==> src/rtl/sws_pkg.sv <==
`timescale 1ns / 1ps
`default_nettype none
// ============================================================================
// sws_pkg
// Shared types and codes for the stack with sorted insert.
// ============================================================================
package sws_pkg;

    localparam int DATA_W    = 32;
    localparam int CMD_W     = 2;
    localparam int ERR_W     = 2;
    localparam int COUNT_W   = 5;
    localparam int DEPTH_DEF = 16;

    localparam logic [CMD_W-1:0] CMD_PUSH   = 2'd0;
    localparam logic [CMD_W-1:0] CMD_INSERT = 2'd1;
    localparam logic [CMD_W-1:0] CMD_POP    = 2'd2;

    localparam logic [ERR_W-1:0] ERR_OK    = 2'd0;
    localparam logic [ERR_W-1:0] ERR_EMPTY = 2'd1;
    localparam logic [ERR_W-1:0] ERR_FULL  = 2'd2;

    typedef logic signed [DATA_W-1:0] t_data;

    // Broadcast to every cell; strobes only set for a command that changes the stack.
    typedef struct packed {
        logic  push;
        logic  insert;
        logic  pop;
        t_data value;
    } t_cell_ctrl;

endpackage
`default_nettype wire

==> src/rtl/sws_if.sv <==
`timescale 1ns / 1ps
`default_nettype none
// ============================================================================
// sws_cmd_if / sws_rsp_if
// Valid/ready channels for commands and results.
// ============================================================================
interface sws_cmd_if import sws_pkg::*; ();
    logic              valid;
    logic              ready;
    logic [CMD_W-1:0]  cmd;
    t_data             value;

    modport source (output valid, output cmd, output value, input ready);
    modport sink   (input valid, input cmd, input value, output ready);
endinterface

interface sws_rsp_if import sws_pkg::*; ();
    logic               valid;
    logic               ready;
    t_data              popped_value;
    logic               pop_valid;
    logic [ERR_W-1:0]   error_code;
    logic [COUNT_W-1:0] entry_count;
    logic               not_empty;

    modport source (output valid, output popped_value, output pop_valid,
                    output error_code, output entry_count, output not_empty,
                    input ready);
    modport sink   (input valid, input popped_value, input pop_valid,
                    input error_code, input entry_count, input not_empty,
                    output ready);
endinterface
`default_nettype wire

==> src/rtl/sws_cell.sv <==
`timescale 1ns / 1ps
`default_nettype none
// ============================================================================
// sws_cell
// One stack slot. Slot 0 is the top; data moves one slot per command.
// ============================================================================
module sws_cell import sws_pkg::*; (
    input  wire logic       i_clk,
    input  wire logic       i_rst_n,
    input  wire t_cell_ctrl i_ctrl,
    input  wire logic       i_before,     // every slot nearer the top is valid and smaller
    input  wire t_data      i_up_data,
    input  wire logic       i_up_valid,
    input  wire t_data      i_down_data,
    input  wire logic       i_down_valid,
    output logic            o_before,
    output t_data           o_data,
    output logic            o_valid
);

    t_data r_data;
    t_data n_data;
    logic  r_valid;
    logic  n_valid;
    logic  w_lt;

    assign w_lt     = r_valid && (r_data < i_ctrl.value);
    assign o_before = i_before && w_lt;
    assign o_data   = r_data;
    assign o_valid  = r_valid;

    always_comb begin
        n_data  = r_data;
        n_valid = r_valid;
        if (i_ctrl.push) begin
            n_data  = i_up_data;
            n_valid = i_up_valid;
        end else if (i_ctrl.insert) begin
            n_valid = i_up_valid;
            if (!i_before) begin
                n_data = i_up_data;
            end else if (!w_lt) begin
                n_data = i_ctrl.value;
            end
        end else if (i_ctrl.pop) begin
            n_data  = i_down_data;
            n_valid = i_down_valid;
        end
    end

    always_ff @(posedge i_clk) begin
        if (!i_rst_n) begin
            r_valid <= 1'b0;
        end else begin
            r_valid <= n_valid;
        end
    end

    always_ff @(posedge i_clk) begin
        r_data <= n_data;
    end

endmodule
`default_nettype wire

==> src/rtl/stack_with_sorted_insert_core.sv <==
// ----------------------------------------------------------------------------
// stack_with_sorted_insert_core
// Bounded LIFO of signed 32-bit values with push, ordered insert and pop.
// Commands arrive on i_cmd (cmd, value); each yields one result on o_rsp
// (popped_value, pop_valid, error_code, entry_count, not_empty).
// The stack is a row of DEPTH cells with slot 0 on top. Every cell compares
// its entry with the incoming value in parallel; the ordered-insert position
// ripples down the row and all cells shift in the same cycle.
// Throughput: one command per cycle while o_rsp is not stalled. The result
// is registered and valid in the cycle after the command transaction.
// Pop on empty returns error 1 with no change; push or insert on a full
// stack is dropped with error 2; command code 3 changes nothing.
// When o_rsp is stalled the held result stays put and i_cmd.ready drops
// until it is taken; a command is taken in the same cycle the result leaves.
// Reset empties the stack at once; cell contents are not cleared.
// ----------------------------------------------------------------------------
`timescale 1ns / 1ps
`default_nettype none
// ============================================================================
// stack_with_sorted_insert_core
// Top level: command decode, cell row, count and result register.
// ============================================================================
module stack_with_sorted_insert_core import sws_pkg::*; #(
    parameter int DEPTH = DEPTH_DEF
) (
    input  wire logic   i_clk,
    input  wire logic   i_rst_n,
    sws_cmd_if.sink     i_cmd,
    sws_rsp_if.source   o_rsp
);

    localparam int CNT_W = $clog2(DEPTH + 1);

    t_cell_ctrl          w_ctrl;
    logic                w_accept;
    logic                w_full;
    logic                w_empty;
    logic [ERR_W-1:0]    w_err;
    logic [CNT_W-1:0]    r_count;
    logic [CNT_W-1:0]    n_count;
    logic [CNT_W+COUNT_W-1:0] w_count_ext;

    logic                r_rsp_valid;
    t_data               r_popped;
    logic                r_pop_valid;
    logic [ERR_W-1:0]    r_err;
    logic [COUNT_W-1:0]  r_entry_count;
    logic                r_not_empty;

    t_data               w_data   [DEPTH];
    logic                w_valid  [DEPTH];
    logic                w_before [DEPTH+1];

    assign i_cmd.ready = !r_rsp_valid || o_rsp.ready;
    assign w_accept    = i_cmd.valid && i_cmd.ready;
    assign w_full      = w_valid[DEPTH-1];
    assign w_empty     = !w_valid[0];

    always_comb begin
        w_ctrl        = '0;
        w_ctrl.value  = i_cmd.value;
        w_err         = ERR_OK;
        n_count       = r_count;
        case (i_cmd.cmd)
            CMD_PUSH, CMD_INSERT: begin
                if (w_full) begin
                    w_err = ERR_FULL;
                end else begin
                    w_ctrl.push   = w_accept && (i_cmd.cmd == CMD_PUSH);
                    w_ctrl.insert = w_accept && (i_cmd.cmd == CMD_INSERT);
                    n_count       = r_count + CNT_W'(1);
                end
            end
            CMD_POP: begin
                if (w_empty) begin
                    w_err = ERR_EMPTY;
                end else begin
                    w_ctrl.pop = w_accept;
                    n_count    = r_count - CNT_W'(1);
                end
            end
            default: begin
                w_err = ERR_OK;
            end
        endcase
    end

    assign w_before[0] = 1'b1;

    for (genvar g = 0; g < DEPTH; g++) begin : g_cell
        t_data w_up_data;
        logic  w_up_valid;
        t_data w_down_data;
        logic  w_down_valid;

        if (g == 0) begin : g_top
            assign w_up_data  = i_cmd.value;
            assign w_up_valid = 1'b1;
        end else begin : g_mid
            assign w_up_data  = w_data[g-1];
            assign w_up_valid = w_valid[g-1];
        end

        if (g == DEPTH - 1) begin : g_bottom
            assign w_down_data  = '0;
            assign w_down_valid = 1'b0;
        end else begin : g_inner
            assign w_down_data  = w_data[g+1];
            assign w_down_valid = w_valid[g+1];
        end

        sws_cell u_cell (
            .i_clk        (i_clk),
            .i_rst_n      (i_rst_n),
            .i_ctrl       (w_ctrl),
            .i_before     (w_before[g]),
            .i_up_data    (w_up_data),
            .i_up_valid   (w_up_valid),
            .i_down_data  (w_down_data),
            .i_down_valid (w_down_valid),
            .o_before     (w_before[g+1]),
            .o_data       (w_data[g]),
            .o_valid      (w_valid[g])
        );
    end

    assign w_count_ext = {{COUNT_W{1'b0}}, n_count};

    always_ff @(posedge i_clk) begin
        if (!i_rst_n) begin
            r_count     <= '0;
            r_rsp_valid <= 1'b0;
        end else begin
            if (w_accept) begin
                r_count     <= n_count;
                r_rsp_valid <= 1'b1;
            end else if (o_rsp.ready) begin
                r_rsp_valid <= 1'b0;
            end
        end
    end

    always_ff @(posedge i_clk) begin
        if (w_accept) begin
            r_popped      <= w_ctrl.pop ? w_data[0] : '0;
            r_pop_valid   <= w_ctrl.pop;
            r_err         <= w_err;
            r_entry_count <= w_count_ext[COUNT_W-1:0];
            r_not_empty   <= (n_count != '0);
        end
    end

    assign o_rsp.valid        = r_rsp_valid;
    assign o_rsp.popped_value = r_popped;
    assign o_rsp.pop_valid    = r_pop_valid;
    assign o_rsp.error_code   = r_err;
    assign o_rsp.entry_count  = r_entry_count;
    assign o_rsp.not_empty    = r_not_empty;

endmodule
`default_nettype wire
==> src/flat_wrapper.sv <==
// flat-port wrapper written by rule: the top's interface ports become plain ports
module stack_with_sorted_insert_core_flat import sws_pkg::*;
#(
    parameter int DEPTH = DEPTH_DEF
)
  (i_clk, i_rst_n, i_cmd_valid, i_cmd_cmd, i_cmd_value, i_cmd_ready, o_rsp_valid, o_rsp_popped_value, o_rsp_pop_valid, o_rsp_error_code, o_rsp_entry_count, o_rsp_not_empty, o_rsp_ready);
  sws_cmd_if i_cmd_i ();
  sws_rsp_if o_rsp_i ();
  input  wire logic i_clk;
  input  wire logic i_rst_n;
  input wire logic [$bits(i_cmd_i.valid)-1:0] i_cmd_valid;
  input wire logic [$bits(i_cmd_i.cmd)-1:0] i_cmd_cmd;
  input wire logic [$bits(i_cmd_i.value)-1:0] i_cmd_value;
  output wire logic [$bits(i_cmd_i.ready)-1:0] i_cmd_ready;
  output wire logic [$bits(o_rsp_i.valid)-1:0] o_rsp_valid;
  output wire logic [$bits(o_rsp_i.popped_value)-1:0] o_rsp_popped_value;
  output wire logic [$bits(o_rsp_i.pop_valid)-1:0] o_rsp_pop_valid;
  output wire logic [$bits(o_rsp_i.error_code)-1:0] o_rsp_error_code;
  output wire logic [$bits(o_rsp_i.entry_count)-1:0] o_rsp_entry_count;
  output wire logic [$bits(o_rsp_i.not_empty)-1:0] o_rsp_not_empty;
  input wire logic [$bits(o_rsp_i.ready)-1:0] o_rsp_ready;
  assign i_cmd_i.valid = i_cmd_valid;
  assign i_cmd_i.cmd = i_cmd_cmd;
  assign i_cmd_i.value = i_cmd_value;
  assign i_cmd_ready = i_cmd_i.ready;
  assign o_rsp_valid = o_rsp_i.valid;
  assign o_rsp_popped_value = o_rsp_i.popped_value;
  assign o_rsp_pop_valid = o_rsp_i.pop_valid;
  assign o_rsp_error_code = o_rsp_i.error_code;
  assign o_rsp_entry_count = o_rsp_i.entry_count;
  assign o_rsp_not_empty = o_rsp_i.not_empty;
  assign o_rsp_i.ready = o_rsp_ready;
  stack_with_sorted_insert_core #(.DEPTH(DEPTH)) u_core (.i_clk(i_clk), .i_rst_n(i_rst_n), .i_cmd(i_cmd_i), .o_rsp(o_rsp_i));
endmodule
==> config.mk <==
export PLATFORM = sky130hd
export DESIGN_NAME = stack_with_sorted_insert_core_flat
export DESIGN_NICKNAME = d
export VERILOG_FILES = /design/src/rtl/sws_pkg.sv /design/src/rtl/sws_if.sv /design/src/rtl/sws_cell.sv /design/src/rtl/stack_with_sorted_insert_core.sv /design/src/flat_wrapper.sv
export SDC_FILE = /design/constraint.sdc
export NUM_CORES = 2
export LEC_CHECK = 0
export BUFFER_PORTS_ARGS = -buffer_cell sky130_fd_sc_hd__buf_4
export CORE_UTILIZATION = 40
export CTS_CLUSTER_SIZE = 40
export DETAILED_ROUTE_END_ITERATION = 10
export SYNTH_ARGS = -nofsm -noshare
export SYNTH_HDL_FRONTEND = slang
export SYNTH_SLANG_ARGS = --single-unit
export TNS_END_PERCENT = 5
==> constraint.sdc <==
create_clock -name i_clk -period 9.23 [get_ports i_clk]
set_clock_uncertainty 0.15 [all_clocks]
set_input_delay 1.846 -clock i_clk [delete_from_list [all_inputs] [get_ports i_clk]]
set_output_delay 1.846 -clock i_clk [all_outputs]
set_load 0.02 [all_outputs]
==> impl_results.md <==
- Worst EP arrival: 7.16 ns
- Vias: 30,290
- Critical path's slowest cell: nor2_1
- Synth-to-Final Area Change: 10.31%
- Clock sinks: 575
- Reg-to-reg endpoint: u_core.g_cell[10].u_cell.o_data[1]
- Max stage delay on crit path: 0.95 ns
- Core Footprint: 96,570 um2
- Max cap viols: 0
- Final period util: 76.63%
- Fin. Hold Viols: 0
- DRC errors left: 0
- Chip width: 314.2 um
- Congestion Overflow GR: 0
- RSZ-0062 raised after global routing: no
- Synth top area cells: edfxtp_1 43%, ha_1 15%, mux2i_1 7.5%
- Final instance area: 43,020 um2
- R2R Setup Slk: 3.62 ns
- Area leader, netlist: edfxtp_1
- R2R cell count: 11
- Crit end category: flip-flop
- Vias in the first global route: 28,660
- Pwr/cell area: 163.5 nW/um2
- Synthesized area: 39,000 um2
- Row Count: 114
- Min cycle time layout: 7.073 ns
- Worst Path Required: 9.32 ns
- Final setup fails: 0
- Buffers on Ports: 80
- CTS tree: yes
- Layout cell share with drive strength beyond 1: 7.067%
- CTS buffer count: 70
- Gr usage total: 22.65%
- Root Buffer: clkbuf_16
- Die area: 98,750 um2
- CP endpoint: u_core.g_cell[10].u_cell.o_data[1]
- Final total power: 7.034 mW
- Buf+Inv Stages, Crit Path: 3
- Die Height: 314.2 um
- Crit-path leading delay family: simple AND/OR/NAND/NOR gates
- Hold buffer count at cts: 0
- Nets@finish: 4,401
- GPL Wtd Cong: 0.9093
- Worst-Margin Slew: 1.268 ns
- Register clock-pin slew on the reported worst setup and hold paths: 0.06 ns
- CP Launch Point: i_cmd_value[26]
- Syn Nets: 4,445
- Starting Density: 40.39%
- Drt total wl: 114.1 mm
- Top-count cell post-synth: nand2_1
- Setup Buffers After CTS: 0
- Count of cell types in the netlist: 73
- Post-synth EDFFs: 553
- Maximum VDD drop: 0.1166 mV
- Initial antenna violation count: 0
- Crit start category: input pin
- HPWL after DPL: 84.34 mm
- Post-cts resize count: 0
- # fillers: 9,153
- Setup TNS: 0 ns
- LEAKAGE: 18.74 nW
- Max_slew headroom: 15.14%
- Area post-placement: 40,810 um2
- Final slew viol count: 0
- Share of flip-flops with an asynchronous set or reset: 0%
- Cell Chain, Critical Path: buf_4 > inv_1 > buf_4 > ha_1 > nand4_1 > nor4_1 > and4_1 > o2111a_1 > a211oi_2 > mux2i_1 > or4_1 > nand4b_1 > nor2_1 > a21oi_4
- Max clock buf depth: 3
- H-Tree Depth: 3
- Worst hold path type: reg2reg
- Detail Route Antenna Nets: 0
- I/O pin total: 81
- Status: finished clean
- Seq cells post-synth: 575
- Top cells by count, synth: 596 x nand2_1, 553 x edfxtp_1, 467 x ha_1, 311 x a21oi_1, 292 x mux2i_1
- Crit path kind: in2reg
- Avg Cell Area, Syn: 9.898 um2
- WL/cell: 21.84 um
- Yosys Warn Count: 0
- Max Clk Rate: 0.1414 GHz
- Reg-to-Reg Start: u_core.g_cell[1].u_cell.o_data[27]
- Register area share after synthesis: 43.71%
- WP depth: 14
- Crit-path max FO: 32
- Largest net degree at the start of global routing: 254
- 1st-iter DRT viols: 3,311
- DR pass1 iterations: 10
- Routed vias/inst: 5.797
- Top cell type's share of synthesized area: 42.58%
- CP dominant cell by count: buf_4
- Synth Flop Type: edfxtp_1
- Clock latency at the later pin of the worst-skew pair: 0.64 ns
- Mapped Cells: 3,940
- Final Hold Slack: 0.3673 ns
- Global-route wire length before repair: 173.5 mm
-- final cells by class --
cell class	count	area [um2]	share of cell area (%)
inverter	53	198.9	0.4624
multi-input combinational	3060	20910	48.60
clock buffer	96	1951	4.534
tap	1276	1597	3.711
clock inverter	28	257.7	0.5991
timing repair buffer	136	1059	2.460
sequential	575	17050	39.62
antenna	2	5.005	0.01163
-- worst min-delay path by stage --
stage / startpoint / endpoint / slack [ns] / cells after the start
6_report: u_core.r_count[3] / u_core.r_count[3] / 0.37 / 2
5_1_grt: u_core.g_cell[15].u_cell.o_data[5] / u_core.g_cell[14].u_cell.o_data[5] / 0.39 / 1
4_1_cts: u_core.r_count[3] / u_core.r_count[3] / 0.37 / 2
3_5_place_dp: u_core.r_count[4] / u_core.r_count[4] / 0.35 / 2
3_3_place_gp: u_core.r_count[4] / u_core.r_count[4] / 0.34 / 2
2_1_floorplan: u_core.g_cell[1].u_cell.o_valid / u_core.g_cell[1].u_cell.o_valid / 0.32 / 2
-- state kept, by name, indices dropped and copies added, names as in the netlist --
signal                        count
u_core.o_rsp.entry_count          5
u_core.r_count                    5
u_core.o_rsp.error_code           2
u_core.o_rsp.valid                1
u_core.g_cell.u_cell.o_valid     16
u_core.g_cell.u_cell.o_data     512
u_core.o_rsp.pop_valid            1
u_core.o_rsp.popped_value        32
u_core.o_rsp.not_empty            1
-- tightest hold or removal path, delay by kind of cell (launching register included) --
kind	cells	cell delay, ns
flip-flops	1	0.34
AND/OR/NAND/NOR	1	0.06
AO/OA/AOI/OAI	1	0.07
-- cells in the final DEF, fill, tap and decap left out, types with 7 or more instances in the layout --
| master | count |
|---|---|
| a21o_1 | 35 |
| o211ai_1 | 111 |
| edfxtp_1 | 553 |
| mux2i_1 | 291 |
| o21ai_0 | 282 |
| nand4_1 | 58 |
| a222oi_1 | 12 |
| nor2b_1 | 30 |
| nand2b_1 | 17 |
| o21ai_1 | 67 |
| dfxtp_1 | 22 |
| a211oi_1 | 30 |
| clkbuf_8 | 8 |
| and3_1 | 39 |
| and4_1 | 16 |
| a21oi_1 | 305 |
| inv_1 | 50 |
| a21boi_0 | 7 |
| ha_1 | 467 |
| clkbuf_1 | 17 |
| clkbuf_16 | 71 |
| a211o_1 | 35 |
| a221oi_1 | 7 |
| clkinv_2 | 9 |
| nor3_1 | 18 |
| a2111oi_0 | 12 |
| nor2_1 | 256 |
| nand2_1 | 594 |
| a221o_1 | 9 |
| o21a_1 | 48 |
| nand3_1 | 187 |
| nor3b_1 | 8 |
| buf_4 | 133 |
| clkinv_1 | 7 |
-- cells by family after synthesis --
kind of cell	after synthesis	synth area share (%)
fa+ha+maj	467	14.98
simple gates	1268	14.46
buf+inv	305	3.224
flops	575	43.71
compound gates	1023	15.89
mux	295	7.581
xor+xnor	7	0.1572
-- metrics by stage --
| step | setup slack [ns] | std cells | utilization [%] |
|---|---|---|---|
| 4_1_cts | 2.341 | 5224 | 44.55 |
| 5_1_grt | 2.015 | 5224 | 44.55 |
| 2_1_floorplan | 1.983 | 3940 | - |
| 3_3_place_gp | 1.787 | 5100 | 42.26 |
| 6_report | 2.157 | 5226 | 44.55 |
| 3_5_place_dp | 1.697 | 5100 | 42.26 |
-- metal layers --
metal  track usage [%]  wire length, um  up-vias
met5                 0                0        -
met4             6.840             2863        0
met3             2.806             8009      139
met2             32.86            47430     1003
met1             34.73            55840    14370
li1                  -                -    14780
-- where the power goes --
part	leakage [nW]	switching [mW]	internal [mW]
Clock	1.08	1.16	1.59
Sequential	5.42	0.141	3.08
Combinational	12.2	0.671	0.387
Total	18.7	1.98	5.06
Note: power is estimated with default switching activity, not from simulation.
